### src/gcw_pkg.sv
`timescale 1ns / 1ps
// ----------------------------------------------------------------------------
// gcw_pkg
// Shared widths, constants, types and the base weight table for the
// windowed G+C content unit.
// ----------------------------------------------------------------------------
package gcw_pkg;

	localparam int CHAR_W      = 8;
	localparam int LEN_W       = 13;
	localparam int SUM_W       = 19;
	localparam int FRAC_W      = 17;
	localparam int QUO_W       = 16;
	localparam int WEIGHT_W    = 7;
	localparam int QDEPTH      = 2;
	localparam int QPTR_W      = 1;
	localparam int QCNT_W      = 2;
	localparam int ITER_W      = 4;

	localparam logic [LEN_W-1:0]  MAX_WINDOW  = 13'd4096;
	localparam logic [LEN_W-1:0]  LEN_RESET   = 13'd100;
	localparam logic [SUM_W-1:0]  DENOM_SCALE = 19'd100;
	localparam logic [FRAC_W-1:0] FRAC_ONE    = 17'h10000;
	localparam logic [CHAR_W-1:0] GAP_CHAR    = 8'h2D;
	localparam logic [ITER_W-1:0] ITER_LAST   = 4'd15;

	typedef struct packed {
		logic [SUM_W-1:0] sum;
		logic [SUM_W-1:0] denom;
		logic             gap;
	} win_t;

	function automatic logic [WEIGHT_W-1:0] base_weight(input logic [CHAR_W-1:0] c);
		logic [CHAR_W-1:0]   u;
		logic [WEIGHT_W-1:0] w;
		u = c;
		if (c >= 8'h61 && c <= 8'h7A) begin
			u = c - 8'd32;
		end
		case (u)
			8'h47, 8'h43, 8'h53:        w = 7'd100;
			8'h4D, 8'h52, 8'h59, 8'h4B: w = 7'd50;
			8'h56, 8'h42:               w = 7'd68;
			8'h48, 8'h44:               w = 7'd34;
			8'h41, 8'h54, 8'h57, 8'h2D: w = 7'd0;
			default:                    w = 7'd50;
		endcase
		return w;
	endfunction

endpackage

### src/gcw_front.sv
`timescale 1ns / 1ps
// ----------------------------------------------------------------------------
// gcw_front
// Holds the window length register, accumulates weights per character and
// hands each closed window to the queue.
// ----------------------------------------------------------------------------
module gcw_front import gcw_pkg::*; (
	input  logic              clk,
	input  logic              arst_n,
	input  logic              cfg_valid,
	input  logic [LEN_W-1:0]  cfg_len,
	input  logic              in_valid,
	output logic              in_ready,
	input  logic [CHAR_W-1:0] base_char,
	output logic              push,
	output win_t              push_win,
	input  logic              q_full
);

	logic [LEN_W-1:0]  window_len_q;
	logic [SUM_W-1:0]  sum_q;
	logic [LEN_W-1:0]  seen_q;
	logic              gap_q;
	logic [LEN_W-1:0]  len_eff;
	logic [LEN_W-1:0]  seen_next;
	logic [SUM_W-1:0]  sum_next;
	logic              gap_next;
	logic              close;
	logic              accept;

	always_comb begin
		len_eff = window_len_q;
		if (window_len_q == '0) begin
			len_eff = LEN_W'(1);
		end else if (window_len_q > MAX_WINDOW) begin
			len_eff = MAX_WINDOW;
		end
	end

	assign in_ready  = !q_full;
	assign accept    = in_valid && in_ready;
	assign seen_next = seen_q + LEN_W'(1);
	assign sum_next  = sum_q + SUM_W'(base_weight(base_char));
	assign gap_next  = gap_q || (base_char == GAP_CHAR);
	assign close     = seen_next >= len_eff;

	assign push           = accept && close;
	assign push_win.sum   = sum_next;
	assign push_win.denom = SUM_W'({{(SUM_W-LEN_W){1'b0}}, len_eff} * DENOM_SCALE);
	assign push_win.gap   = gap_next;

	always_ff @(posedge clk or negedge arst_n) begin
		if (!arst_n) begin
			window_len_q <= LEN_RESET;
			sum_q        <= '0;
			seen_q       <= '0;
			gap_q        <= 1'b0;
		end else begin
			if (cfg_valid) begin
				window_len_q <= cfg_len;
			end
			if (accept) begin
				if (close) begin
					sum_q  <= '0;
					seen_q <= '0;
					gap_q  <= 1'b0;
				end else begin
					sum_q  <= sum_next;
					seen_q <= seen_next;
					gap_q  <= gap_next;
				end
			end
		end
	end

endmodule

### src/gcw_queue.sv
`timescale 1ns / 1ps
// ----------------------------------------------------------------------------
// gcw_queue
// Short first-in first-out queue of closed windows between the front and
// the divider.
// ----------------------------------------------------------------------------
module gcw_queue import gcw_pkg::*; (
	input  logic              clk,
	input  logic              arst_n,
	input  logic              push,
	input  win_t              push_win,
	input  logic              pop,
	output win_t              head_win,
	output logic              full,
	output logic              empty,
	output logic [QCNT_W-1:0] count
);

	win_t              mem_q [QDEPTH];
	logic [QPTR_W-1:0] wr_ptr_q;
	logic [QPTR_W-1:0] rd_ptr_q;
	logic [QCNT_W-1:0] cnt_q;

	assign full     = cnt_q == QCNT_W'(QDEPTH);
	assign empty    = cnt_q == '0;
	assign count    = cnt_q;
	assign head_win = mem_q[rd_ptr_q];

	always_ff @(posedge clk) begin
		if (push) begin
			mem_q[wr_ptr_q] <= push_win;
		end
	end

	always_ff @(posedge clk or negedge arst_n) begin
		if (!arst_n) begin
			wr_ptr_q <= '0;
			rd_ptr_q <= '0;
			cnt_q    <= '0;
		end else begin
			if (push) begin
				wr_ptr_q <= wr_ptr_q + QPTR_W'(1);
			end
			if (pop) begin
				rd_ptr_q <= rd_ptr_q + QPTR_W'(1);
			end
			if (push && !pop) begin
				cnt_q <= cnt_q + QCNT_W'(1);
			end else if (pop && !push) begin
				cnt_q <= cnt_q - QCNT_W'(1);
			end
		end
	end

endmodule

### src/gcw_back.sv
`timescale 1ns / 1ps
// ----------------------------------------------------------------------------
// gcw_back
// Takes closed windows from the queue, forms the fraction with a radix-2
// restoring divider and drives the result channel.
// ----------------------------------------------------------------------------
module gcw_back import gcw_pkg::*; (
	input  logic              clk,
	input  logic              arst_n,
	input  logic              q_empty,
	input  win_t              head_win,
	output logic              pop,
	output logic              out_valid,
	input  logic              out_ready,
	output logic [FRAC_W-1:0] gc_fraction,
	output logic              gap_error
);

	typedef enum logic [1:0] {
		ST_IDLE,
		ST_DIV,
		ST_FIN
	} state_t;

	state_t            state_q;
	logic [SUM_W-1:0]  rem_q;
	logic [SUM_W-1:0]  denom_q;
	logic [QUO_W-1:0]  quo_q;
	logic [ITER_W-1:0] iter_q;
	logic [FRAC_W-1:0] res_q;
	logic              res_gap_q;
	logic              out_valid_q;
	logic [FRAC_W-1:0] frac_q;
	logic              gap_err_q;
	logic [SUM_W:0]    rem_sh;
	logic              fits;
	logic [SUM_W-1:0]  rem_new;
	logic              slot_free;

	assign rem_sh    = {rem_q, 1'b0};
	assign fits      = rem_sh >= {1'b0, denom_q};
	assign rem_new   = fits ? SUM_W'(rem_sh - {1'b0, denom_q}) : rem_sh[SUM_W-1:0];
	assign slot_free = !out_valid_q || out_ready;
	assign pop       = (state_q == ST_IDLE) && !q_empty;

	assign out_valid   = out_valid_q;
	assign gc_fraction = frac_q;
	assign gap_error   = gap_err_q;

	always_ff @(posedge clk or negedge arst_n) begin
		if (!arst_n) begin
			state_q     <= ST_IDLE;
			out_valid_q <= 1'b0;
			iter_q      <= '0;
			rem_q       <= '0;
			denom_q     <= '0;
			quo_q       <= '0;
			res_q       <= '0;
			res_gap_q   <= 1'b0;
			frac_q      <= '0;
			gap_err_q   <= 1'b0;
		end else begin
			if ((state_q == ST_FIN) && slot_free) begin
				out_valid_q <= 1'b1;
			end else if (out_ready) begin
				out_valid_q <= 1'b0;
			end
			case (state_q)
				ST_IDLE: begin
					if (!q_empty) begin
						res_gap_q <= head_win.gap;
						rem_q     <= head_win.sum;
						denom_q   <= head_win.denom;
						quo_q     <= '0;
						iter_q    <= '0;
						if (head_win.gap) begin
							res_q   <= '0;
							state_q <= ST_FIN;
						end else if (head_win.sum >= head_win.denom) begin
							res_q   <= FRAC_ONE;
							state_q <= ST_FIN;
						end else begin
							state_q <= ST_DIV;
						end
					end
				end
				ST_DIV: begin
					rem_q  <= rem_new;
					quo_q  <= {quo_q[QUO_W-2:0], fits};
					iter_q <= iter_q + ITER_W'(1);
					if (iter_q == ITER_LAST) begin
						res_q   <= {1'b0, quo_q[QUO_W-2:0], fits};
						state_q <= ST_FIN;
					end
				end
				ST_FIN: begin
					if (slot_free) begin
						frac_q    <= res_q;
						gap_err_q <= res_gap_q;
						state_q   <= ST_IDLE;
					end
				end
				default: begin
					state_q <= ST_IDLE;
				end
			endcase
		end
	end

endmodule

### src/gc_content_window_unit.sv
`timescale 1ns / 1ps
// ----------------------------------------------------------------------------
// gc_content_window_unit
// Streaming G+C content over windows of a programmable number of characters.
// ----------------------------------------------------------------------------
// One ASCII nucleotide or ambiguity code is taken per transfer on the input
// channel (in_valid, in_ready, base_char). Every window_len characters, one
// result transfer follows on the output channel (out_valid, out_ready,
// gc_fraction, gap_error), where gc_fraction is the G+C share scaled so that
// 65536 is 1.0, and gap_error flags a gap character in that window, with the
// fraction forced to 0. The window length is written through the cfg_valid,
// cfg_ready and window_len port, which is always ready and is meant to be
// used while the unit is idle. A length of 0 acts as 1, one above 4096 as
// 4096.
// The front accepts one character per cycle while the two-entry window queue
// has room. A closed window with a gap or a full fraction skips the divider,
// any other runs through the restoring divider first; either way the result
// register is then loaded from the result stage. Short windows are thus
// limited by the divider, which takes a new window only once it is idle again.
// Reset clears the sums, the queue and the result register and sets the
// length to 100. A stalled receiver holds the result; the queue then fills
// and in_ready drops.
// ----------------------------------------------------------------------------
module gc_content_window_unit import gcw_pkg::*; (
	input  logic              clk,
	input  logic              arst_n,
	input  logic              cfg_valid,
	output logic              cfg_ready,
	input  logic [LEN_W-1:0]  window_len,
	input  logic              in_valid,
	output logic              in_ready,
	input  logic [CHAR_W-1:0] base_char,
	output logic              out_valid,
	input  logic              out_ready,
	output logic [FRAC_W-1:0] gc_fraction,
	output logic              gap_error
);

	logic              push;
	win_t              push_win;
	logic              pop;
	win_t              head_win;
	logic              q_full;
	logic              q_empty;
	logic [QCNT_W-1:0] q_count;

	assign cfg_ready = 1'b1;

	gcw_front u_front (
		.clk       (clk),
		.arst_n    (arst_n),
		.cfg_valid (cfg_valid),
		.cfg_len   (window_len),
		.in_valid  (in_valid),
		.in_ready  (in_ready),
		.base_char (base_char),
		.push      (push),
		.push_win  (push_win),
		.q_full    (q_full)
	);

	gcw_queue u_queue (
		.clk      (clk),
		.arst_n   (arst_n),
		.push     (push),
		.push_win (push_win),
		.pop      (pop),
		.head_win (head_win),
		.full     (q_full),
		.empty    (q_empty),
		.count    (q_count)
	);

	gcw_back u_back (
		.clk         (clk),
		.arst_n      (arst_n),
		.q_empty     (q_empty),
		.head_win    (head_win),
		.pop         (pop),
		.out_valid   (out_valid),
		.out_ready   (out_ready),
		.gc_fraction (gc_fraction),
		.gap_error   (gap_error)
	);

`ifndef NO_ASSERTIONS
	a_gap_zero: assert property (@(posedge clk) disable iff (!arst_n)
		out_valid && gap_error |-> gc_fraction == '0)
		else $error("gap window reported a nonzero fraction");

	a_frac_range: assert property (@(posedge clk) disable iff (!arst_n)
		out_valid |-> gc_fraction <= FRAC_ONE)
		else $error("fraction above 1.0");

	a_queue_bound: assert property (@(posedge clk) disable iff (!arst_n)
		q_count <= QCNT_W'(QDEPTH) && !(q_full && push && !pop))
		else $error("window queue overflow");

	a_pop_nonempty: assert property (@(posedge clk) disable iff (!arst_n)
		pop |-> !q_empty)
		else $error("window queue read while empty");
`endif

endmodule
### config.mk
export PLATFORM = sky130hd
export DESIGN_NAME = gc_content_window_unit
export DESIGN_NICKNAME = d
export VERILOG_FILES = /design/src/gcw_pkg.sv /design/src/gcw_front.sv /design/src/gcw_queue.sv /design/src/gcw_back.sv /design/src/gc_content_window_unit.sv
export SDC_FILE = /design/constraint.sdc
export NUM_CORES = 1
export LEC_CHECK = 0
export BUFFER_PORTS_ARGS = -buffer_cell sky130_fd_sc_hd__buf_2
export CAP_MARGIN = 20
export CORE_ASPECT_RATIO = 1.25
export CORE_UTILIZATION = 60
export CTS_BUF_LIST = sky130_fd_sc_hd__clkbuf_16
export DETAILED_ROUTE_END_ITERATION = 8
export PLACE_DENSITY = 0.84
export SETUP_SLACK_MARGIN = 0.3
export SKIP_CTS_REPAIR_TIMING = 1
export SLEW_MARGIN = 20
export SYNTH_ARGS = -nofsm -noshare
export SYNTH_HDL_FRONTEND = slang
export SYNTH_SLANG_ARGS = --single-unit
### constraint.sdc
create_clock -name clk -period 5.8 [get_ports clk]
set_input_delay 1.16 -clock clk [delete_from_list [all_inputs] [get_ports clk]]
set_output_delay 1.16 -clock clk [all_outputs]
set_load 0.005 [all_outputs]
==> flow_metrics.env <==
export IMPL_cts_buffer_depth=3
export IMPL_endpoint="u_queue.mem_q[0][17]"
export IMPL_grt_setup_unrepaired="no"
export IMPL_leakage_nw=6.02
export IMPL_first_pass_iters=5
export IMPL_synth_seq_cells=215
export IMPL_drive_above_1_share_pct=15.8
export IMPL_wl_per_cell_um=17.4
export IMPL_status="complete, no violations"
export IMPL_tightestPinTransition_ns=0.914
export IMPL_path_delay_family="adder cells"
export IMPL_vias=8359
export IMPL_yosysSeqAreaShare_pct=47.9
export IMPL_yosysTopAreaCellShare_pct=29.2
export IMPL_antenna_found_initial=0
export IMPL_port_buffers=45
export IMPL_insertion_delay_ns=0.53
export IMPL_clock_fmax_mhz=232
export IMPL_cts_tree="built"
export IMPL_track_usage_pct=25.3
export IMPL_nNetsFinal=1277
export IMPL_hold_violations=0
export IMPL_power_density_mw_per_mm2=489
export IMPL_die_h_um=160
export IMPL_r2r_end="u_queue.mem_q[0][17]"
export IMPL_startpoint="u_front.window_len_q[12]"
export IMPL_synth_ff_type="dfrtp_1"
export IMPL_rr_startpoint="u_front.window_len_q[12]"
export IMPL_slew_viol_final=0
export IMPL_dieArea_mm2=0.0206
export IMPL_avgSynthCellArea_um2=10.8
export IMPL_grt_max_degree=88
export IMPL_setup_viol=0
export IMPL_cp_max_fo=13
export IMPL_ys_types=69
export IMPL_cpPeakStageDelay_ns=0.49
export IMPL_cp_depth=17
export IMPL_critPathArrivalTime_ns=4.54
export IMPL_critical_path_buf_inv_count=4
export IMPL_grt_pass1_vias=8474
export IMPL_fin_setup_tns_ns=0
export IMPL_cts_root_buf="clkbuf_16"
export IMPL_synth_top_cell_by_area="dfrtp_1"
export IMPL_fin_crit_sh_pct=74.2
export IMPL_routed_wirelength_um=24800
export IMPL_cp_common_cell="inv_1"
export IMPL_areaGrowthSynthToFinish_pct=10.2
export IMPL_place_congestion=0.877
export IMPL_die_w_um=128
export IMPL_hpwl_um=17300
export IMPL_critPathLaunchType="register"
export IMPL_crit_required_ns=6.04
export IMPL_slowest_stage="fa_1"
export IMPL_final_antenna_net_count=0
export IMPL_reg2reg_depth=17
export IMPL_max_cap_violations=0
export IMPL_synth_async_reset_ratio_pct=66.5
export IMPL_reg2reg_slack_ns=1.50
export IMPL_drc=0
export IMPL_cts_sinks=215
export IMPL_slew_headroom_pct=38.9
export IMPL_synth_edf_count=72
export IMPL_yosysMostFrequentCell="nand2_1"
export IMPL_synth_nets=1242
export IMPL_clk_pin_slew_ns=0.06
export IMPL_endpoint_kind="register"
export IMPL_grt_pass1_wl_um=41600
export IMPL_synth_top_cells_by_area="dfrtp_1 29%, edfxtp_1 18%, ha_1 10%"
export IMPL_diodes=0
export IMPL_rows=57
export IMPL_hold_class="reg -> reg"
export IMPL_holdWs_ns=0.480
export IMPL_path_class="reg -> reg"
export IMPL_synthCells=1110
export IMPL_cts_buffers=22
export IMPL_grt_overflow=0
export IMPL_htree_num_levels=1
export IMPL_viasPerCell=5.86
export IMPL_core_mm2=0.0195
export IMPL_drt_iter0_markers=546
export IMPL_vdd_drop_max_mv=0.287
export IMPL_initial_core_util_pct=61.4
export IMPL_ys_warnings_count=0
export IMPL_path_cells="inv_1 > nand2_1 > inv_1 > ha_1 > ha_1 > inv_1 > fa_1 > inv_1 > ha_1 > a21o_1 > a21oi_1 > nor2b_1 > o21a_1 > o22ai_1 > o21ai_0 > o41ai_1 > xnor2_1"
export IMPL_yosys_top_cells_count="147 x nand2_1, 140 x dfrtp_1, 96 x ha_1, 84 x o21ai_0, 72 x edfxtp_1"
export IMPL_syn_cell_area_mm2=0.0120
export IMPL_top_level_ports=47
export IMPL_skew_ns=0.0281
export IMPL_period_minus_slack_ns=4.30
==> sequential cells by signal, indices dropped and copies added (netlist names), 15 cells and up <==
register / cells
u_back.res_q: 17
u_front.sum_q: 18
u_back.rem_q: 19
u_back.denom_q: 17
u_back.quo_q: 15
u_back.gc_fraction: 17
u_queue.mem_q: 72
==> worst min path at each step <==
| stage | startpoint | to | slack [ns] | cells past startpoint |
|---|---|---|---|---|
| CTS | u_front.sum_q[10] | u_front.sum_q[10] | 0.49 | 1 |
| finish | u_back.denom_q[10] | u_back.denom_q[10] | 0.48 | 2 |
| global placement | u_back.denom_q[6] | u_back.denom_q[6] | 0.46 | 2 |
| global route | u_back.denom_q[10] | u_back.denom_q[10] | 0.50 | 2 |
| floorplan | u_back.res_gap_q | u_back.res_gap_q | 0.44 | 2 |
| detailed placement | u_back.denom_q[18] | u_back.denom_q[18] | 0.47 | 2 |
==> stage by stage <==
stage / instances / power, mW / setup WS [ns] / util, % / area, µm²
after CTS: 1426 / 6.47 / 1.50 / 67.6 / 13200
after detailed placement: 1386 / 4.94 / 1.25 / 63.7 / 12400
after floorplan: 1110 / 4.30 / 1.35 / - / 12000
after global placement: 1386 / 4.82 / 1.44 / 63.7 / 12400
after global routing: 1426 / 6.91 / 1.21 / 67.7 / 13200
final: 1426 / 6.47 / 1.50 / 67.7 / 13200
==> tightest hold or removal path, stage by stage, from the launching register on <==
cell     delay [ns]
dfrtp_1        0.34
nand2_1        0.05
o21ai_0        0.06
==> power breakdown <==
part           switching (mW)  internal, mW
Combinational            1.72          1.14
Clock                   0.607         0.890
Sequential              0.206          1.90
==> cell usage in the layout (no fill, tap or decap), types with 7 or more instances in the layout <==
cell / Yosys / layout
a211oi_1: 8 / 8
a21o_1: 15 / 15
a21oi_1: 38 / 38
a22o_1: 19 / 19
a31oi_1: 18 / 18
and3_1: 18 / 18
buf_2: 6 / 44
buf_4: 3 / 11
clkbuf_16: 0 / 24
dfrtp_1: 140 / 140
edfxtp_1: 72 / 72
fa_1: 10 / 10
ha_1: 96 / 96
inv_1: 66 / 70
mux2_2: 51 / 51
mux2i_1: 21 / 21
nand2_1: 147 / 147
nand2b_1: 9 / 9
nand3_1: 19 / 19
nor2_1: 39 / 37
nor2b_1: 8 / 7
nor3_1: 9 / 8
o21a_1: 9 / 9
o21ai_0: 84 / 84
o31ai_1: 10 / 10
or2_2: 9 / 9
xnor2_1: 42 / 42
xor2_1: 19 / 19
==> per-layer routing <==
layer / global-route usage [%] / share of wire [%] / vias to the layer above
met5: 0 / 0 / -
met4: 9.73 / 3.0 / 0
met3: 3.15 / 4.0 / 52
met2: 45.0 / 51 / 201
met1: 31.0 / 42 / 4059
li1: - / - / 4047
==> kinds of logic after synthesis <==
group / count (synthesis) / share of synthesized area, %
compound gates: 250 / 14.1
xor+xnor: 61 / 4.45
fa+ha+maj: 106 / 11.7
buf+inv: 112 / 3.85
flops: 215 / 47.9
mux: 72 / 6.54
other cells: 1 / 0.0313
simple gates: 293 / 11.5
==> area by class of cell <==
class	instances	area [µm²]
Multi-Input combinational cell	783	5800
Fill cell	1449	6320
Timing Repair Buffer	56	314
Inverter	67	251
Clock buffer	24	601
Tap cell	265	332
Clock inverter	16	175
Sequential cell	215	5740
Power figures use the tool's default switching activity.
